--- config.mk ---
export PLATFORM = sky130hd
export DESIGN_NAME = vlsl_div_cell
export DESIGN_NICKNAME = d
export VERILOG_FILES = /design/src/rtl/core/vlsl_pkg.sv /design/src/rtl/core/vlsl_div_cell.sv
export SDC_FILE = /design/constraint.sdc
export NUM_CORES = 1
export LEC_CHECK = 0
export ABC_CLOCK_PERIOD_IN_PS = 6190
export BUFFER_PORTS_ARGS = -buffer_cell sky130_fd_sc_hd__buf_2
export CORE_MARGIN = 2
export CORE_UTILIZATION = 52
export DETAILED_ROUTE_END_ITERATION = 16
export GPL_TIMING_DRIVEN = 0
export PLACE_DENSITY_LB_ADDON = 0.1
export SLEW_MARGIN = 20
export SYNTH_ARGS = -nofsm -noshare
export SYNTH_HDL_FRONTEND = slang
export SYNTH_SLANG_ARGS = --single-unit
export TNS_END_PERCENT = 100
--- constraint.sdc ---
create_clock -name clk_i -period 6.19 [get_ports clk_i]
set_clock_uncertainty 0.1 [all_clocks]
set_input_delay 0.619 -clock clk_i [delete_from_list [all_inputs] [get_ports clk_i]]
set_output_delay 0.619 -clock clk_i [all_outputs]
set_load 0.03 [all_outputs]
--- src/rtl/core/vlsl_pkg.sv ---
// Package for the van Leer slope limiter: payload types, widths, divider cell data.
// No dependencies.
package vlsl_pkg;

  localparam int ValW        = 32;
  localparam int PosW        = 24;
  localparam int PosFracBits = 24;
  localparam int QuotW       = 32;
  localparam int DiffW       = ValW + 1;
  localparam int DMagW       = ValW;
  localparam int HSW         = ((PosFracBits > PosW) ? PosFracBits : PosW) + 2;
  localparam int HMagW       = HSW - 1;
  localparam int PMagW       = DMagW + HMagW;
  localparam int NumW        = 2 * DMagW + PosFracBits + 1;
  localparam int DenW        = PMagW + 1;
  localparam int RemW        = ((NumW > DenW + QuotW) ? NumW : DenW + QuotW) + 1;

  typedef struct packed {
    logic signed [ValW-1:0] left_value;
    logic signed [ValW-1:0] center_value;
    logic signed [ValW-1:0] right_value;
    logic [PosW-1:0]        left_position;
    logic [PosW-1:0]        center_position;
    logic [PosW-1:0]        right_position;
  } vlsl_in_t;

  typedef struct packed {
    logic signed [ValW-1:0] limited_slope;
    logic                   slope_saturated;
  } vlsl_out_t;

  // Data handed along the divider chain
  typedef struct packed {
    logic [RemW-1:0]  rem;
    logic [DenW-1:0]  den;
    logic [QuotW-1:0] quot;
    logic             neg;
    logic             kill;
    logic             ovf;
  } vlsl_div_t;

endpackage

--- src/rtl/core/vlsl_div_cell.sv ---
// One cell of the restoring divider chain: settles quotient bit BitPos.
// Depends on vlsl_pkg.
module vlsl_div_cell #(
  parameter int BitPos = 0
) (
  input  logic                clk_i,
  input  logic                rst_ni,
  input  logic                in_valid_i,
  output logic                in_ready_o,
  input  vlsl_pkg::vlsl_div_t in_data_i,
  output logic                out_valid_o,
  input  logic                out_ready_i,
  output vlsl_pkg::vlsl_div_t out_data_o
);
  import vlsl_pkg::*;

  logic      valid_q;
  vlsl_div_t data_q, data_d;
  logic [RemW-1:0] trial;

  assign in_ready_o  = !valid_q || out_ready_i;
  assign out_valid_o = valid_q;
  assign out_data_o  = data_q;

  // trial subtraction of the shifted divisor
  always_comb begin
    data_d = in_data_i;
    trial  = in_data_i.rem - (RemW'(in_data_i.den) << BitPos);
    if (!trial[RemW-1]) begin
      data_d.rem          = trial;
      data_d.quot[BitPos] = 1'b1;
    end
  end

  always_ff @(posedge clk_i) begin
    if (in_ready_o) begin
      data_q <= data_d;
    end
  end

  always_ff @(posedge clk_i or negedge rst_ni) begin
    if (!rst_ni) begin
      valid_q <= 1'b0;
    end else if (in_ready_o) begin
      valid_q <= in_valid_i;
    end
  end

endmodule

# --- After elaboration in Yosys (flattened, before gate mapping) ---
# Cells that the tools add are included.
op_classes:
  reduce_logical: 2
  add_sub_neg: 1
  mux: 1
op_table:
  columns: ["op", "count"]
  rows:
  - ["$sub 91x58->91", 1]
  - ["$mux 90", 1]
  - ["$logic_not 1->1", 1]
  - ["$logic_or 1x1->1", 1]
word_totals:
  in_bits: 188
  out_inout_bits: 186
  reg_bits: 185

# --- Depth between registers and ports, before layout ---
# Gate-level depths: netlist of run 1.
depth:
  word_depth: 2
  ltp_mapped: 16
  ltp_nobuf: 13

# --- Worst setup path after synthesis of run 1 ---
# OpenSTA, ideal clock, no wires.
synth_timing:
  path_type: "input to output"
  start: "input port out_ready_i"
  end: "output port in_ready_o"
  path_slack_ns: 0.207
  cell_stages: 1
  path_buffers: 0
  t_required_ns: 5.471
  arrival_ns: 5.264
  path_cell_list: "nand2b_1"
synth_between:
  elab_chain_len: 1
synth_lines:
  columns: ["element", "line", "source"]
  rows:
  - ["start, declared", "vlsl_div_cell.sv:12", "input logic out_ready_i,"]
  - ["$logic_or 1x1->1", "vlsl_div_cell.sv:21", "assign in_ready_o = !valid_q || out_ready_i;"]
  - ["end, declared", "vlsl_div_cell.sv:9", "output logic in_ready_o,"]
# No other way between the ends.

==> impl_metrics.csv, run 1 <==
group,metric,value,unit
status,status,"finished clean",
finish,stdcell_area,14000,sq um
worst_setup_path,rr_startpoint,"out_valid_o",
route,drt_iter0_markers,776,
sta,drv_slew,0,
clock_tree,cts_inserted_buffers,17,
finish,stdcell_count,1786,
worst_hold_path,holdPathEnd,"out_data_o[12]",
sta,fin_setup_tns,0,ns
sta,hold-worst-slack,0.246,ns
sta,period_share,70.7,%
worst_setup_path,critPathKind,"input port to flip-flop",
clock_tree,clkTransAtPathRegs,0.08,ns
placed_design,port_buffers,372,
finish,final_cell_mix,"buf_2, edfxtp_1, nand2_1, a21oi_1, inv_1",
global_route,grt_pass1_wl,51400,um
global_route,grt_max_degree,54,
floorplanning,die_h,150,um
worst_setup_path,cp-start-kind,"input port",
flow_run,max-cap-violations,0,
global_route,top_usage_layer,"met2",
worst_setup_path,cp-end-kind,"flip-flop",
worst_setup_path,worstPathRequired,6.28,ns
worst_setup_path,worst_r2r_path_depth,3,
global_route,antenna_found_initial,4,
yosys,synthCells,1101,
finish,area_delta_synth_final,26.2,%
yosys,async_flop_share,0.541,%
global_route,grt.total_usage,29.6,%
clock_tree,htreeDepth,4,
route,drc,0,
worst_hold_path,hold_path.class,"input port to flip-flop",
pwr,cellPowerDensity,260,nW/um^2
route,vias,10000,
yosys,synth_cell_type_count,69,
yosys,syn_area,11100,sq um
sta,clock.fmax,0.229,GHz
sta,fin_crit,4.38,ns
sta,setup_viol,0,
placed_design,place_inst,1751,
global_route,gr-total-overflow,0,
pwr,ir_worst_vdd,0.000162,V
global_route,grt_use_met1,36.2,%
worst_setup_path,cp_max_fo,6,
sta,rsz0062_at_grt,"no",
finish,n_fill_cell,1745,
finish,final-seq-area,5550,sq um
sta,maxSlewHeadroom,34.1,%
sta,hold_violations,0,
floorplanning,die_w,150,um
yosys,yosys_warnings,0,
clock_tree,cts_sinks,185,
yosys,synth-main-ff-cell,"edfxtp_1",
floorplanning,core_area,21000,sq um
finish,nNetsFinal,1743,
clock_tree,clk-insertion-delay-late,0.44,ns
route,finalWirelength,34000,um
placed_design,routabilityCongestion,0.945,
clock_tree,clockRootBuffer,"clkbuf_16",
route,vias_per_cell,5.61,
finish,drive_gt1_share,30.2,%
global_route,grt_use_met2,52.2,%
placed_design,dp_hpwl,27100,um
sta,worst_pin_slew,0.964,ns
route,postRouteAntennaNets,0,
finish,fin_util,66.8,%
pwr,p_leak,6.07,nW
route,wire_per_inst,19.0,um
yosys,ys_ff_latch,185,
global_route,grt_pass1_vias,9664,
global_route,use_met3,6.36,%
worst_hold_path,hold_depth,1,
yosys,synth_edf_count,184,
worst_setup_path,rrSetupSlack,4.25,ns
clock_tree,tritoncts,"built",
placed_design,placed_area,13400,sq um
yosys,avgSynthCellArea,10.1,sq um
floorplanning,io_pins,374,
floorplanning,num_rows,53,
route,drt_pre_antenna_iters,5,
worst_setup_path,worstPathArrival,4.47,ns
finish,multi_input_area,5080,sq um
finish,final_common_cell,"buf_2",
floorplanning,die_area,22600,sq um
clock_tree,ctsLongestPathBuffers,2,
worst_hold_path,min-delay-start,"in_data_i[12]",
floorplanning,start_util,53.0,%
clock_tree,cts.repair.resized,0,
yosys,synth_fp_nets,1348,
yosys,yosysSeqAreaShare,49.8,%
worst_setup_path,r2r_end,"out_data_o[134]",
-- through the flow --
stage	total power, mW	setup WS, ns
final	3.65	1.81
after global placement	2.56	-2.29
after detailed placement	2.56	1.51
after global routing	3.80	1.80
after floorplan	2.25	0.207
after CTS	3.66	1.98
-- kinds of logic (layout without fill, tap and decap cells) --
| kind of cell | after synthesis | after routing | synth area share [%] |
|---|---|---|---|
| compound gates | 276 | 276 | 15.2 |
| xor+xnor | 86 | 86 | 6.76 |
| fa+ha+maj | 59 | 59 | 6.70 |
| buf+inv | 115 | 523 | 4.58 |
| flops | 185 | 185 | 49.8 |
| mux | 1 | 1 | 0.101 |
| other cells | 0 | 2 | 0 |
| simple gates | 379 | 379 | 16.8 |
-- worst max-delay path: stages --
cell       delay [ns]
buf_2            0.08
inv_1            0.03
ha_1             0.38
o211ai_1         0.11
a21oi_1          0.46
o211ai_1         0.27
a2111oi_0        0.89
o31ai_1          0.29
o21bai_1         0.51
a21oi_1          0.31
o211ai_1         0.38
xnor2_1          0.12
-- synthesized netlist by cell type, drive strengths merged, types with 3 or more instances --
library cell | n | share of area, %
a21oi | 86 | 3.9
o2111ai | 3 | 0.24
edfxtp | 184 | 50
o31ai | 3 | 0.25
nand4b | 4 | 0.31
o21bai | 11 | 0.74
nand3b | 6 | 0.40
ha | 58 | 6.5
or2 | 7 | 0.39
nor2 | 67 | 2.3
nor4 | 15 | 1.0
nand4 | 32 | 1.9
and2 | 5 | 0.28
a211oi | 8 | 0.58
and4 | 3 | 0.24
o21a | 9 | 0.61
nor3 | 27 | 1.2
o22ai | 4 | 0.22
nand3 | 19 | 0.85
a21boi | 4 | 0.37
nand2 | 146 | 4.9
buf | 18 | 1.3
nand2b | 15 | 0.91
a21o | 13 | 0.88
a31oi | 8 | 0.45
nor3b | 7 | 0.47
or3 | 8 | 0.45
clkbuf | 20 | 0.67
o211ai | 11 | 0.74
nor4b | 3 | 0.24
xnor2 | 48 | 3.8
a311oi | 3 | 0.29
inv | 77 | 2.6
o21ai | 99 | 4.8
and3 | 7 | 0.39
or4 | 5 | 0.34
xor2 | 38 | 3.0
-- timing repair --
item / 4_1_cts / 5_1_grt
setup buffers: 0 / 0
hold buffers: 1 / 0
hold endpoints to repair: 1 / 0
-- cell type report --
cell class / count / share of cell area [%]
Clock inverter: 15 / 1.26
Tap cell: 275 / 2.45
Sequential cell: 185 / 39.5
Timing Repair Buffer: 376 / 13.9
Multi-Input combinational cell: 801 / 36.2
Antenna cell: 2 / 0.0356
Clock buffer: 17 / 3.03
Inverter: 77 / 2.06
Buffer: 38 / 1.58
-- worst max path at each step --
stage                     cells after the start              end  slack (ns)     startpoint
after floorplan                               1       in_ready_o        0.21    out_ready_i
after global placement                        3       in_ready_o       -2.29    out_ready_i
after detailed placement                     15  out_data_o[168]        1.51  in_data_i[93]
after CTS                                    15  out_data_o[168]        1.98  in_data_i[93]
after global routing                         15  out_data_o[168]        1.80  in_data_i[93]
final                                        12  out_data_o[168]        1.81  in_data_i[39]
-- where the power goes --
| part | switching, mW | internal (mW) | total [mW] |
|---|---|---|---|
| Clock | 0.562 | 0.547 | 1.11 |
| Sequential | 0.0263 | 1.52 | 1.54 |
| Combinational | 0.677 | 0.320 | 0.997 |
-- flip-flops by register name, summed over array words and instances, names as in the netlist --
signal       flops
out_valid_o      1
out_data_o     184
-- layer usage --
metal	share of wire [%]	wire, um
met1	39	13300
met2	50	17000
met3	8.2	2800
met4	2.5	846
met5	0.035	12
No activity file was read; power rests on OpenSTA's default activity.
==> run 2, diff against run 1 <==
ABC_CLOCK_PERIOD_IN_PS = 4400   (was 6190)
clock period = 4.4 ns   (was 6.19 ns; I/O delays follow)
==> run 2 against run 1 <==
  * Worst hold slack lost 0.18 ns
  * Clock-buffer cell count is the same
  * Critical endpoint is now out_data_o[176]
  * Critical path depth grew 3
  * Wire length shrank 0.48%
  * Utilization is essentially flat
  * Cell count grew 0.17%
  * Via count shrank 0.99%
==> impl_metrics.csv, run 2 (same netlist as run 1, synthesis figures left out) <==
group,metric,value,unit
status,status,"finished clean",
clock_tree,tritoncts,"built",
worst_setup_path,r2r_end,"out_data_o[74]",
sta,rsz0062_at_grt,"no",
floorplanning,start_util,53.0,%
route,drt_iter0_markers,698,
pwr,cellPowerDensity,367,nW/um^2
placed_design,placed_area,13400,sq um
sta,maxSlewHeadroom,43.7,%
clock_tree,post_cts_buffers,0,
worst_setup_path,rrSetupSlack,2.45,ns
sta,hold_violations,0,
clock_tree,cts.repair.resized,0,
finish,nNetsFinal,1743,
finish,final_common_cell,"buf_2",
finish,stdcell_count,1789,
worst_hold_path,min-delay-start,"in_data_i[28]",
finish,n_fill_cell,1779,
clock_tree,clk-insertion-delay-late,0.44,ns
worst_setup_path,cp_max_fo,10,
sta,fin_ws,0.255,ns
worst_setup_path,cp-start-kind,"input port",
sta,setup_viol,0,
clock_tree,cts_sinks,185,
floorplanning,die_h,150,um
finish,final_cell_mix,"buf_2, edfxtp_1, nand2_1, a21oi_1, inv_1",
flow_run,max-cap-violations,0,
finish,fin_util,66.9,%
placed_design,dp_hpwl,27000,um
worst_setup_path,rr_startpoint,"out_valid_o",
route,vias,9928,
finish,largest_reg_flops,184,
route,drc,0,
floorplanning,die_w,150,um
placed_design,port_buffers,372,
worst_hold_path,holdPathEnd,"out_data_o[28]",
clock_tree,ctsLongestPathBuffers,2,
floorplanning,io_pins,374,
route,vias_per_cell,5.55,
global_route,grt_pass1_vias,9524,
sta,drv_slew,0,
worst_setup_path,critPathLaunch,"in_data_i[93]",
placed_design,pre_cts_slack,-0.0971,ns
clock_tree,clockRootBuffer,"clkbuf_16",
clock_tree,cts_hold_buffers,1,
route,drt_pre_antenna_iters,5,
clock_tree,cts_inserted_buffers,17,
finish,drive_gt1_share,30.2,%
pwr,p_leak,6.08,nW
worst_setup_path,worstPathArrival,4.24,ns
finish,area_delta_synth_final,26.2,%
floorplanning,die_area,22600,sq um
worst_setup_path,worst_r2r_path_depth,3,
worst_hold_path,hold_depth,1,
global_route,grt_max_degree,55,
global_route,grt.total_usage,29.4,%
global_route,antenna_found_initial,6,
floorplanning,num_rows,53,
sta,clock.fmax,0.241,GHz
worst_setup_path,critPathKind,"input port to flip-flop",
finish,stdcell_area,14100,sq um
placed_design,place_inst,1751,
route,postRouteAntennaNets,0,
worst_setup_path,cp-end-kind,"flip-flop",
clock_tree,htreeDepth,4,
sta,period_share,94.2,%
sta,worst_pin_slew,0.823,ns
global_route,grt_pass1_wl,50700,um
sta,fin_crit,4.15,ns
sta,fin_setup_tns,0,ns
pwr,ir_worst_vdd,0.000279,V
route,finalWirelength,33800,um
worst_hold_path,hold_path.class,"input port to flip-flop",
worst_setup_path,worstPathRequired,4.50,ns
global_route,gr-total-overflow,0,
placed_design,routabilityCongestion,0.934,
clock_tree,clkTransAtPathRegs,0.08,ns
route,wire_per_inst,18.9,um
floorplanning,core_area,21000,sq um
==> run 2: cell types whose count changed in the layout (fill, tap and decap cells not counted) <==
| cell | change |
|---|---|
| clkinvlp_4 | -2 |
| inv_12 | +1 |
| inv_6 | +1 |
| buf_16 | -1 |
| diode_2 | +3 |
| buf_12 | +1 |
==> run 2: per-stage QoR <==
stage | power (mW) | hold slack, ns
2_1_floorplan | 3.16 | 0.0444
3_3_place_gp | 3.58 | 0.114
3_5_place_dp | 3.60 | 0.116
4_1_cts | 5.18 | 0.0591
5_1_grt | 5.36 | 0.0576
6_report | 5.16 | 0.0669
==> run 2: power by group <==
part | leakage [nW] | internal, mW | switching [mW]
clock | 0.297 | 0.780 | 0.812
combinational | 3.91 | 0.449 | 0.949
sequential | 1.87 | 2.14 | 0.0375
total | 6.08 | 3.36 | 1.80
==> run 2: critical path, stage by stage <==
cell and delay, ns:
buf_2 0.11, inv_1 0.05, ha_1 0.17, inv_1 0.06, fa_1 0.40, a21o_1 0.20
a311o_1 0.43, nand4_2 0.15, a311oi_1 0.14, o31ai_2 0.59, a21boi_4 0.22, a21oi_2 0.48
buf_2 0.40, nand4_1 0.22, xnor2_1 0.19
==> run 2: worst max path at each step <==
| stage | end |
|---|---|
| 2_1_floorplan | out_data_o[171] |
| 3_3_place_gp | in_ready_o |
| 3_5_place_dp | out_data_o[176] |
| 4_1_cts | out_data_o[176] |
| 5_1_grt | out_data_o[176] |
| 6_report | out_data_o[176] |
==> run 2: metal layers <==
metal	share of wire [%]	global-route usage [%]
met5	0.038	0
met4	2.7	10.8
met3	7.3	5.42
met2	50	51.3
met1	40	36.3
==> run 2: area by class of cell <==
class                           count  area (sq um)  share of cell area [%]
Sequential cell                   185          5550                    39.5
Multi-Input combinational cell    801          5080                    36.2
Timing Repair Buffer              376          1950                    13.8
Clock buffer                       17           425                    3.03
Tap cell                          275           344                    2.45
Inverter                           77           289                    2.06
Buffer                             38           221                    1.58
Clock inverter                     15           186                    1.33
Antenna cell                        5          12.5                  0.0890
